[src/assert_macros.svh]
// Assertion macros shared by the RTL of the BMP to RGB565 stream decoder.
// No dependencies; include guarded.
`ifndef ASSERT_MACROS_SVH
`define ASSERT_MACROS_SVH

// Antecedent implies consequent in the same cycle.
`define ASSERT_SAME(label, clk, rst_n, ante, cons) \
    label: assert property (@(posedge clk) disable iff (!rst_n) (ante) |-> (cons)) \
        else $error("assertion failed");

// Antecedent implies consequent in the next cycle.
`define ASSERT_NEXT(label, clk, rst_n, ante, cons) \
    label: assert property (@(posedge clk) disable iff (!rst_n) (ante) |=> (cons)) \
        else $error("assertion failed");

`endif

[src/bmp24_rgb_pkg.sv]
// Shared types and constants of the BMP to RGB565 stream decoder.
// No dependencies.
`timescale 1ns / 1ps

package bmp24_rgb_pkg;

    localparam int CFG_W = 13;

    // configuration register indexes
    localparam logic REG_DISP_W = 1'b0;
    localparam logic REG_DISP_H = 1'b1;

    localparam logic [CFG_W-1:0] DISP_W_RESET = 13'd128;
    localparam logic [CFG_W-1:0] DISP_H_RESET = 13'd160;

    // parser phases
    localparam logic [1:0] PH_HEADER = 2'd0;
    localparam logic [1:0] PH_PIXEL  = 2'd1;
    localparam logic [1:0] PH_SKIP   = 2'd2;
    localparam logic [1:0] PH_DONE   = 2'd3;

    // result kinds
    localparam logic [1:0] KIND_PIXEL  = 2'd0;
    localparam logic [1:0] KIND_WINDOW = 2'd1;
    localparam logic [1:0] KIND_ERROR  = 2'd2;

    // error codes
    localparam logic [1:0] ERR_SIGNATURE = 2'd0;
    localparam logic [1:0] ERR_PLANES    = 2'd1;
    localparam logic [1:0] ERR_FORMAT    = 2'd2;
    localparam logic [1:0] ERR_TOO_LARGE = 2'd3;

    // header byte positions at which a field is complete
    localparam logic [5:0] POS_SIGNATURE   = 6'd1;
    localparam logic [5:0] POS_WIDTH       = 6'd21;
    localparam logic [5:0] POS_HEIGHT      = 6'd25;
    localparam logic [5:0] POS_PLANES      = 6'd27;
    localparam logic [5:0] POS_DEPTH       = 6'd29;
    localparam logic [5:0] POS_COMPRESSION = 6'd33;
    localparam logic [5:0] POS_PIXELS      = 6'd53;

    localparam logic [15:0] BMP_SIGNATURE = 16'h4D42;
    localparam logic [15:0] BMP_PLANES    = 16'd1;
    localparam logic [15:0] BMP_DEPTH     = 16'd24;

    typedef struct packed {
        logic [1:0]  kind;
        logic [15:0] pixel;
        logic [15:0] win_w;
        logic [15:0] win_h;
        logic [15:0] col;
        logic [15:0] row;
        logic [1:0]  err;
        logic        last;
    } res_t;

    function automatic logic [15:0] to_rgb565(input logic [7:0] blue,
                                             input logic [7:0] green,
                                             input logic [7:0] red);
        return {red[7:3], green[7:2], blue[7:3]};
    endfunction

endpackage

[src/bmp24_rgb_out.sv]
// Result register of the BMP to RGB565 decoder: holds one result word
// until the master side takes it. Depends on bmp24_rgb_pkg and assert_macros.svh.
`timescale 1ns / 1ps
`include "assert_macros.svh"

module bmp24_rgb_out
    import bmp24_rgb_pkg::*;
(
    input  logic        clk,
    input  logic        rst_n,
    input  logic        load,
    input  res_t        res,
    output logic        can_load,
    output logic        m_tvalid,
    input  logic        m_tready,
    output logic [87:0] m_tdata,   // pixel_rgb565, window_width, window_height,
                                   // pixel_column, pixel_row, error_code, zero fill
    output logic [1:0]  m_tuser,   // result_kind
    output logic        m_tlast    // last_pixel
);

    logic valid_reg, valid_next;
    res_t res_reg;

    assign can_load = !valid_reg || m_tready;

    always_comb
    begin
        valid_next = valid_reg;
        if (load)
        begin
            valid_next = 1'b1;
        end
        else if (m_tready)
        begin
            valid_next = 1'b0;
        end
    end

    always_ff @(posedge clk or negedge rst_n)
    begin
        if (!rst_n)
        begin
            valid_reg <= 1'b0;
        end
        else
        begin
            valid_reg <= valid_next;
        end
    end

    always_ff @(posedge clk)
    begin
        if (load)
        begin
            res_reg <= res;
        end
    end

    assign m_tvalid = valid_reg;
    assign m_tdata  = {6'd0, res_reg.err, res_reg.row, res_reg.col,
                       res_reg.win_h, res_reg.win_w, res_reg.pixel};
    assign m_tuser  = res_reg.kind;
    assign m_tlast  = res_reg.last;

    `ASSERT_SAME(a_no_overwrite, clk, rst_n, load, can_load)
    `ASSERT_NEXT(a_load_shows, clk, rst_n, load, valid_reg)
    `ASSERT_SAME(a_last_only_pixel, clk, rst_n, valid_reg && res_reg.last,
                 res_reg.kind == KIND_PIXEL)

endmodule

[src/bmp24_stream_to_rgb565_top.sv]
// Top level of the BMP to RGB565 stream decoder: header parser, pixel
// packer and crop counters. Depends on bmp24_rgb_pkg, bmp24_rgb_out and assert_macros.svh.
//
//  channel   direction  signals                          word
//  s_*       in         tvalid tready tdata[7:0] tuser   one file byte
//  m_*       out        tvalid tready tdata tuser tlast  one result
//  cfg_*     in         we addr wdata                    display size
//
// One byte per cycle while s_tready is high: the parser state loads at the edge that
// accepts the byte, and the output register loads at that edge if the byte yields a result.
// s_tready is low only while a result waits and m_tready is low.
// Reset clears the parser to the header phase and the display to 128 x 160.
// Results appear in the cycle after the byte that causes them is accepted.
`timescale 1ns / 1ps
`include "assert_macros.svh"

module bmp24_stream_to_rgb565_top
    import bmp24_rgb_pkg::*;
#(
    parameter int DIM_BITS = 16
)
(
    input  logic             clk,
    input  logic             rst_n,
    input  logic             s_tvalid,
    output logic             s_tready,
    input  logic [7:0]       s_tdata,   // data_byte
    input  logic             s_tuser,   // start_of_file
    output logic             m_tvalid,
    input  logic             m_tready,
    output logic [87:0]      m_tdata,   // pixel_rgb565, window_width, window_height,
                                        // pixel_column, pixel_row, error_code, zero fill
    output logic [1:0]       m_tuser,   // result_kind
    output logic             m_tlast,   // last_pixel
    input  logic             cfg_we,
    input  logic             cfg_addr,
    input  logic [CFG_W-1:0] cfg_wdata
);

    localparam int MW = (DIM_BITS > CFG_W) ? DIM_BITS : CFG_W;
    localparam int SKW = DIM_BITS + 2;

    logic [CFG_W-1:0]    disp_w_reg, disp_h_reg;
    logic [1:0]          phase_reg, phase_next;
    logic [5:0]          hcnt_reg, hcnt_next;
    logic [31:0]         shift_reg, shift_next;
    logic [DIM_BITS-1:0] img_w_reg, img_w_next, img_h_reg, img_h_next;
    logic                w_big_reg, w_big_next, h_big_reg, h_big_next;
    logic [DIM_BITS-1:0] shown_w_reg, shown_w_next, shown_h_reg, shown_h_next;
    logic [1:0]          bip_reg, bip_next;
    logic [7:0]          blue_reg, blue_next, green_reg, green_next;
    logic [DIM_BITS-1:0] col_reg, col_next, row_reg, row_next;
    logic [SKW-1:0]      skip_reg, skip_next;

    // parser view after an optional restart
    logic [1:0]          cur_phase;
    logic [5:0]          cur_hcnt;
    logic [31:0]         cur_shift;
    logic [DIM_BITS-1:0] cur_img_w, cur_img_h, cur_shown_w, cur_shown_h, cur_col, cur_row;
    logic                cur_w_big, cur_h_big;
    logic [1:0]          cur_bip;
    logic [SKW-1:0]      cur_skip;

    logic [31:0]         field;
    logic [31:0]         h_abs;
    logic [MW-1:0]       min_w, min_h;
    logic                row_end, last;
    logic [SKW-1:0]      crop_bytes, skip_len, skip_dec;

    logic accept, emit, can_load;
    res_t res;

    assign accept   = s_tvalid && s_tready;
    assign s_tready = can_load;

    always_ff @(posedge clk or negedge rst_n)
    begin
        if (!rst_n)
        begin
            disp_w_reg <= DISP_W_RESET;
            disp_h_reg <= DISP_H_RESET;
        end
        else if (cfg_we)
        begin
            if (cfg_addr == REG_DISP_W)
            begin
                disp_w_reg <= cfg_wdata;
            end
            else
            begin
                disp_h_reg <= cfg_wdata;
            end
        end
    end

    always_comb
    begin
        if (s_tuser)
        begin
            cur_phase   = PH_HEADER;
            cur_hcnt    = '0;
            cur_shift   = '0;
            cur_img_w   = '0;
            cur_img_h   = '0;
            cur_w_big   = 1'b0;
            cur_h_big   = 1'b0;
            cur_shown_w = '0;
            cur_shown_h = '0;
            cur_bip     = '0;
            cur_col     = '0;
            cur_row     = '0;
            cur_skip    = '0;
        end
        else
        begin
            cur_phase   = phase_reg;
            cur_hcnt    = hcnt_reg;
            cur_shift   = shift_reg;
            cur_img_w   = img_w_reg;
            cur_img_h   = img_h_reg;
            cur_w_big   = w_big_reg;
            cur_h_big   = h_big_reg;
            cur_shown_w = shown_w_reg;
            cur_shown_h = shown_h_reg;
            cur_bip     = bip_reg;
            cur_col     = col_reg;
            cur_row     = row_reg;
            cur_skip    = skip_reg;
        end
    end

    assign field = {s_tdata, cur_shift[31:8]};
    assign h_abs = field[31] ? (32'd0 - field) : field;
    assign min_w = (MW'(cur_img_w) < MW'(disp_w_reg)) ? MW'(cur_img_w) : MW'(disp_w_reg);
    assign min_h = (MW'(cur_img_h) < MW'(disp_h_reg)) ? MW'(cur_img_h) : MW'(disp_h_reg);

    assign row_end = ((DIM_BITS+1)'(cur_col) + 1'b1) >= (DIM_BITS+1)'(cur_shown_w);
    assign last    = row_end && (((DIM_BITS+1)'(cur_row) + 1'b1)
                                 >= (DIM_BITS+1)'(cur_shown_h));

    // cropped columns times three, plus the padding, which is width mod 4
    assign crop_bytes = SKW'(cur_img_w - cur_shown_w);
    assign skip_len   = (crop_bytes << 1) + crop_bytes + SKW'(cur_img_w[1:0]);
    assign skip_dec   = cur_skip - 1'b1;

    always_comb
    begin
        phase_next   = cur_phase;
        hcnt_next    = cur_hcnt;
        shift_next   = cur_shift;
        img_w_next   = cur_img_w;
        img_h_next   = cur_img_h;
        w_big_next   = cur_w_big;
        h_big_next   = cur_h_big;
        shown_w_next = cur_shown_w;
        shown_h_next = cur_shown_h;
        bip_next     = cur_bip;
        blue_next    = blue_reg;
        green_next   = green_reg;
        col_next     = cur_col;
        row_next     = cur_row;
        skip_next    = cur_skip;
        emit         = 1'b0;
        res          = '0;

        case (cur_phase)
            PH_HEADER:
            begin
                shift_next = field;
                hcnt_next  = cur_hcnt + 1'b1;
                case (cur_hcnt)
                    POS_SIGNATURE:
                    begin
                        if (field[31:16] != BMP_SIGNATURE)
                        begin
                            emit       = 1'b1;
                            res.kind   = KIND_ERROR;
                            res.err    = ERR_SIGNATURE;
                            phase_next = PH_DONE;
                        end
                    end
                    POS_WIDTH:
                    begin
                        img_w_next = field[DIM_BITS-1:0];
                        w_big_next = |field[31:DIM_BITS];
                    end
                    POS_HEIGHT:
                    begin
                        img_h_next = h_abs[DIM_BITS-1:0];
                        h_big_next = |h_abs[31:DIM_BITS];
                    end
                    POS_PLANES:
                    begin
                        if (field[31:16] != BMP_PLANES)
                        begin
                            emit       = 1'b1;
                            res.kind   = KIND_ERROR;
                            res.err    = ERR_PLANES;
                            phase_next = PH_DONE;
                        end
                    end
                    POS_DEPTH:
                    begin
                        if (field[31:16] != BMP_DEPTH)
                        begin
                            emit       = 1'b1;
                            res.kind   = KIND_ERROR;
                            res.err    = ERR_FORMAT;
                            phase_next = PH_DONE;
                        end
                    end
                    POS_COMPRESSION:
                    begin
                        emit = 1'b1;
                        if (field != 32'd0)
                        begin
                            res.kind   = KIND_ERROR;
                            res.err    = ERR_FORMAT;
                            phase_next = PH_DONE;
                        end
                        else if (cur_w_big || cur_h_big)
                        begin
                            res.kind   = KIND_ERROR;
                            res.err    = ERR_TOO_LARGE;
                            phase_next = PH_DONE;
                        end
                        else
                        begin
                            shown_w_next = min_w[DIM_BITS-1:0];
                            shown_h_next = min_h[DIM_BITS-1:0];
                            res.kind     = KIND_WINDOW;
                            res.win_w    = 16'(min_w[DIM_BITS-1:0]);
                            res.win_h    = 16'(min_h[DIM_BITS-1:0]);
                            if (min_w == '0 || min_h == '0)
                            begin
                                phase_next = PH_DONE;
                            end
                        end
                    end
                    default:
                    begin
                        if (cur_hcnt >= POS_PIXELS)
                        begin
                            phase_next = PH_PIXEL;
                        end
                    end
                endcase
            end
            PH_SKIP:
            begin
                skip_next = skip_dec;
                if (skip_dec == '0)
                begin
                    phase_next = PH_PIXEL;
                end
            end
            PH_PIXEL:
            begin
                case (cur_bip)
                    2'd0:
                    begin
                        blue_next = s_tdata;
                        bip_next  = 2'd1;
                    end
                    2'd1:
                    begin
                        green_next = s_tdata;
                        bip_next   = 2'd2;
                    end
                    default:
                    begin
                        emit      = 1'b1;
                        bip_next  = 2'd0;
                        res.kind  = KIND_PIXEL;
                        res.pixel = to_rgb565(blue_reg, green_reg, s_tdata);
                        res.col   = 16'(cur_col);
                        res.row   = 16'(cur_row);
                        res.last  = last;
                        if (!row_end)
                        begin
                            col_next = cur_col + 1'b1;
                        end
                        else
                        begin
                            col_next = '0;
                            row_next = cur_row + 1'b1;
                            if (last)
                            begin
                                phase_next = PH_DONE;
                            end
                            else
                            begin
                                skip_next = skip_len;
                                if (skip_len != '0)
                                begin
                                    phase_next = PH_SKIP;
                                end
                            end
                        end
                    end
                endcase
            end
            default:
            begin
                // done: drop bytes until the next start mark
            end
        endcase
    end

    always_ff @(posedge clk or negedge rst_n)
    begin
        if (!rst_n)
        begin
            phase_reg   <= PH_HEADER;
            hcnt_reg    <= '0;
            shift_reg   <= '0;
            img_w_reg   <= '0;
            img_h_reg   <= '0;
            w_big_reg   <= 1'b0;
            h_big_reg   <= 1'b0;
            shown_w_reg <= '0;
            shown_h_reg <= '0;
            bip_reg     <= '0;
            col_reg     <= '0;
            row_reg     <= '0;
            skip_reg    <= '0;
        end
        else if (accept)
        begin
            phase_reg   <= phase_next;
            hcnt_reg    <= hcnt_next;
            shift_reg   <= shift_next;
            img_w_reg   <= img_w_next;
            img_h_reg   <= img_h_next;
            w_big_reg   <= w_big_next;
            h_big_reg   <= h_big_next;
            shown_w_reg <= shown_w_next;
            shown_h_reg <= shown_h_next;
            bip_reg     <= bip_next;
            col_reg     <= col_next;
            row_reg     <= row_next;
            skip_reg    <= skip_next;
        end
    end

    always_ff @(posedge clk)
    begin
        if (accept)
        begin
            blue_reg  <= blue_next;
            green_reg <= green_next;
        end
    end

    bmp24_rgb_out u_out (
        .clk      (clk),
        .rst_n    (rst_n),
        .load     (accept && emit),
        .res      (res),
        .can_load (can_load),
        .m_tvalid (m_tvalid),
        .m_tready (m_tready),
        .m_tdata  (m_tdata),
        .m_tuser  (m_tuser),
        .m_tlast  (m_tlast)
    );

    `ASSERT_SAME(a_skip_nonzero, clk, rst_n, phase_reg == PH_SKIP, skip_reg != '0)
    `ASSERT_SAME(a_pixel_window, clk, rst_n, phase_reg == PH_PIXEL,
                 shown_w_reg != '0 && shown_h_reg != '0)
    `ASSERT_SAME(a_col_in_window, clk, rst_n, phase_reg == PH_PIXEL, col_reg < shown_w_reg)
    `ASSERT_SAME(a_bip_range, clk, rst_n, 1'b1, bip_reg != 2'd3)
    `ASSERT_NEXT(a_pixel_out, clk, rst_n,
                 accept && !s_tuser && phase_reg == PH_PIXEL && bip_reg == 2'd2,
                 m_tvalid && m_tuser == KIND_PIXEL)

endmodule

[config.mk]
export PLATFORM = sky130hd
export DESIGN_NAME = bmp24_stream_to_rgb565_top
export DESIGN_NICKNAME = d
export VERILOG_FILES = /design/src/bmp24_rgb_pkg.sv /design/src/bmp24_rgb_out.sv /design/src/bmp24_stream_to_rgb565_top.sv
export VERILOG_INCLUDE_DIRS = /design/src /design/src/src
export SDC_FILE = /design/constraint.sdc
export NUM_CORES = 1
export LEC_CHECK = 0
export BUFFER_PORTS_ARGS = -buffer_cell sky130_fd_sc_hd__buf_2
export CAP_MARGIN = 20
export CORE_MARGIN = 3
export CORE_UTILIZATION = 65
export DETAILED_ROUTE_END_ITERATION = 12
export PLACE_DENSITY = 0.9
export SYNTH_ARGS = -nofsm -noshare
export SYNTH_HDL_FRONTEND = slang
export SYNTH_HIERARCHICAL = 1
export SYNTH_SLANG_ARGS = --single-unit
[constraint.sdc]
create_clock -name clk -period 14.08 [get_ports clk]
set_input_delay 0.704 -clock clk [delete_from_list [all_inputs] [get_ports clk]]
set_output_delay 0.704 -clock clk [all_outputs]
set_load 0.05 [all_outputs]
==> results.toml <==
[outcome]
status = "finished, final reports clean"

[power]
switching_share = 0.362
combPwrFrac = 0.274
peakVddDrop_v = 0.0000944
p_clk_frac = 0.312
power.density_nw_per_um2 = 124
pwr-share-seq = 0.415
p_sw_mw = 0.871
leakagePower_nw = 8.35
p_int_mw = 1.54

[sta]
setup_viol = 0
finalCritPeriodShare = 0.465
hold_viol_final = 0
relSlewSlack = 0.344
fin_skew_ns = 0.0240
fmaxAchievable_ghz = 0.153
tightest_slew_ns = 0.984
fin_crit_ns = 6.55
timing.final.ws_setup_ns = 7.53
fin_setup_tns_ns = 0
slew_violations = 0
rsz0062_at_grt = "no"

[synth]
synth_compound_area_frac = 0.206
synth-simple-area-share = 0.203
syn_inst = 1974
async_reset_ff_frac = 0.648
seq_area_frac_synth = 0.412
syn_area_um2 = 17700
synth_ff_type = "dfrtp_1"
synthAdderAreaFrac = 0.0777
synth_xor_area_frac = 0.0291
synth-edff-count = 96
synth_cell_types = 90
yosys_register_bits = 273
synth.area.mux_share = 0.0261
yosysWarnings = 6
syn_avg_cell_area_um2 = 8.99
synth_top_family_by_area = "compound AO/OA/AOI/OAI gates"

[clocking]
cts_buffers = 28
cts_setup_buffers = 0
clock-sinks = 273
ctsHoldBuffers = 0
clockRootBuffer = "clkbuf_16"
cts_buffer_depth = 3
insertion_delay_ns = 0.58
clk_pin_slew_ns = 0.06
tritoncts = "done"
cts_repair_resize_count = 0
cts_max_level = 1

[cells_and_area]
register_area_um2 = 7320
area_growth_syn_to_layout_pct = 9.05
final_cell_mix = "213 x nand2_1, 174 x dfrtp_1, 170 x nor2_1, 169 x o21ai_0, 112 x buf_2"
final_util = 0.732
fillCellCount = 1927
nets = 2153
largest_reg_flops = 82
drive_gt1_frac = 0.112
final_common_cell = "nand2_1"
multiInputGateArea_um2 = 9690

[placed_design]
pre_cts_slack_ns = 7.11
port_buffers = 114
gp_congestion = 0.978
hpwlAfterDp_mm = 34.0

[global_route]
gr-total-overflow = 0
grt_use_total = 0.327
grt_first_pass_wirelength_mm = 78.3
grt_max_degree = 105
antenna_found_initial = 1
grt_pass1_vias = 15200

[floorplan]
rows = 59
core_area_um2 = 26400
fp.dieH_um = 171
die_area_um2 = 29300
start_util = 0.671
ios = 121
die_w_um = 171

[worst_setup_path]
rr_startpoint = "shown_w_reg[0]"
critical_path_peak_fanout = 79
crit_required_ns = 14.52
cp-end-kind = "flip-flop"
critical_path_arrival_ns = 6.99
startpoint = "s_tuser"
cp-start-kind = "input port"
worstSetupPathType = "in2reg"
r2r_slack_ns = 7.99

[drt]
antenna_left = 0
viasPerCell = 6.76
drt_iter0_markers = 2137
wire_per_inst_um = 20.7
via_count = 16100
first_pass_iters = 6
routed_wl_mm = 49.1
drc = 0

[min_path]
hold_path_class = "in2async"

[job]
cap_violations = 0
cells by family after synthesis:
group                      count (synthesis)
AOI/OAI and AO/OA                        561
xor gates and xnor gates                  59
adders and majority gates                110
buffers and inverters                    196
DFF                                      273
muxes                                     44
other                                      2
and+or+nand+nor                          729
path summary, 6_finish.rpt:
path                                   to  depth (start not counted)
max                          phase_reg[0]                         24
min                           row_reg[10]                          1
max reg2reg                  phase_reg[0]                         22
min reg2reg                shown_h_reg[1]                          2
max in group asynchronous   shift_reg[31]                          2
min in group clk            disp_w_reg[8]                          3
power by group through the flow:
| stage | logic, mW | clock network (mW) | registers (mW) |
|---|---|---|---|
| 2_1_floorplan | 0.495 | 0 | 0.983 |
| 3_3_place_gp | 0.620 | 0 | 1.01 |
| 3_5_place_dp | 0.637 | 0 | 1.01 |
| 4_1_cts | 0.643 | 0.755 | 0.993 |
| 5_1_grt | 0.721 | 0.788 | 1.01 |
| 6_report | 0.659 | 0.750 | 0.999 |
synth_stat cells (all sizes together), types with 6 or more instances:
master / count / area (um2)
nand4: 27 / 169
or3: 11 / 68.8
nor2: 170 / 638
inv: 67 / 251
a211o: 14 / 123
mux2i: 26 / 260
o21a: 9 / 67.6
a21oi: 96 / 480
buf: 36 / 193
nand2b: 25 / 166
o21ai: 173 / 866
edfxtp: 96 / 2880
o31ai: 15 / 113
mux2: 18 / 203
and3: 14 / 87.6
nand3: 37 / 185
a31o: 7 / 61.3
xor2: 19 / 166
o21bai: 9 / 67.6
nand2: 214 / 803
nor2b: 66 / 415
a22o: 38 / 333
nor3b: 6 / 50.1
dfrtp: 174 / 4350
xnor2: 40 / 350
ha: 107 / 1340
and4: 6 / 52.6
a31oi: 46 / 288
a211oi: 13 / 103
a32oi: 9 / 78.8
o22ai: 10 / 62.6
nor3: 47 / 235
clkbuf: 92 / 345
and2: 59 / 369
a21o: 23 / 173
a22oi: 31 / 233
o211ai: 11 / 96.3
nor4: 25 / 184
or4: 6 / 45.0
area by class of cell:
class                      instances  share of cell area
clock buffer                      36              0.0415
tap                              335              0.0217
timing repair buffer             131              0.0375
clock inverter                    16             0.00698
inverter                          68              0.0132
multi-input combinational       1515               0.501
sequential                       273               0.378
antenna                            1            0.000129
worst max-delay path, cell delays in order:
cell and delay [ns]:
buf_6 0.44, inv_2 0.32, nand2_1 0.17, inv_1 0.08
ha_1 0.27, nand2_1 0.09, o21ai_0 0.16, or4b_2 0.73
o211a_1 0.18, a211oi_1 0.31, o2111ai_1 0.21, nand2_1 0.09
nor2_1 0.05, xnor2_1 0.21, ha_1 0.28, ha_1 0.35
and4_1 0.24, o21ai_0 0.09, a31oi_1 0.09, o41ai_1 0.56
or4b_1 0.49, o211ai_1 0.17, o311ai_0 0.22, a221o_1 0.41
per-layer routing:
metal / vias up / global-route usage / wire length [um]
met2: 989 / 0.535 / 23100
met5: - / 0 / 0
met1: 7638 / 0.446 / 19200
li1: 7262 / - / -
met4: 0 / 0.127 / 2010
met3: 161 / 0.0455 / 4680
through the flow:
stage               hold WS, ns  power [mW]  std cells  cell area [um2]
finish                    0.266        2.41       2375            19300
global route              0.326        2.52       2375            19300
CTS                       0.300        2.39       2372            19300
detailed placement        0.472        1.65       2320            18400
global placement          0.463        1.63       2319            18400
floorplan                 0.408        1.48       1984            17800
No activity file was read; power rests on OpenSTA's default activity.
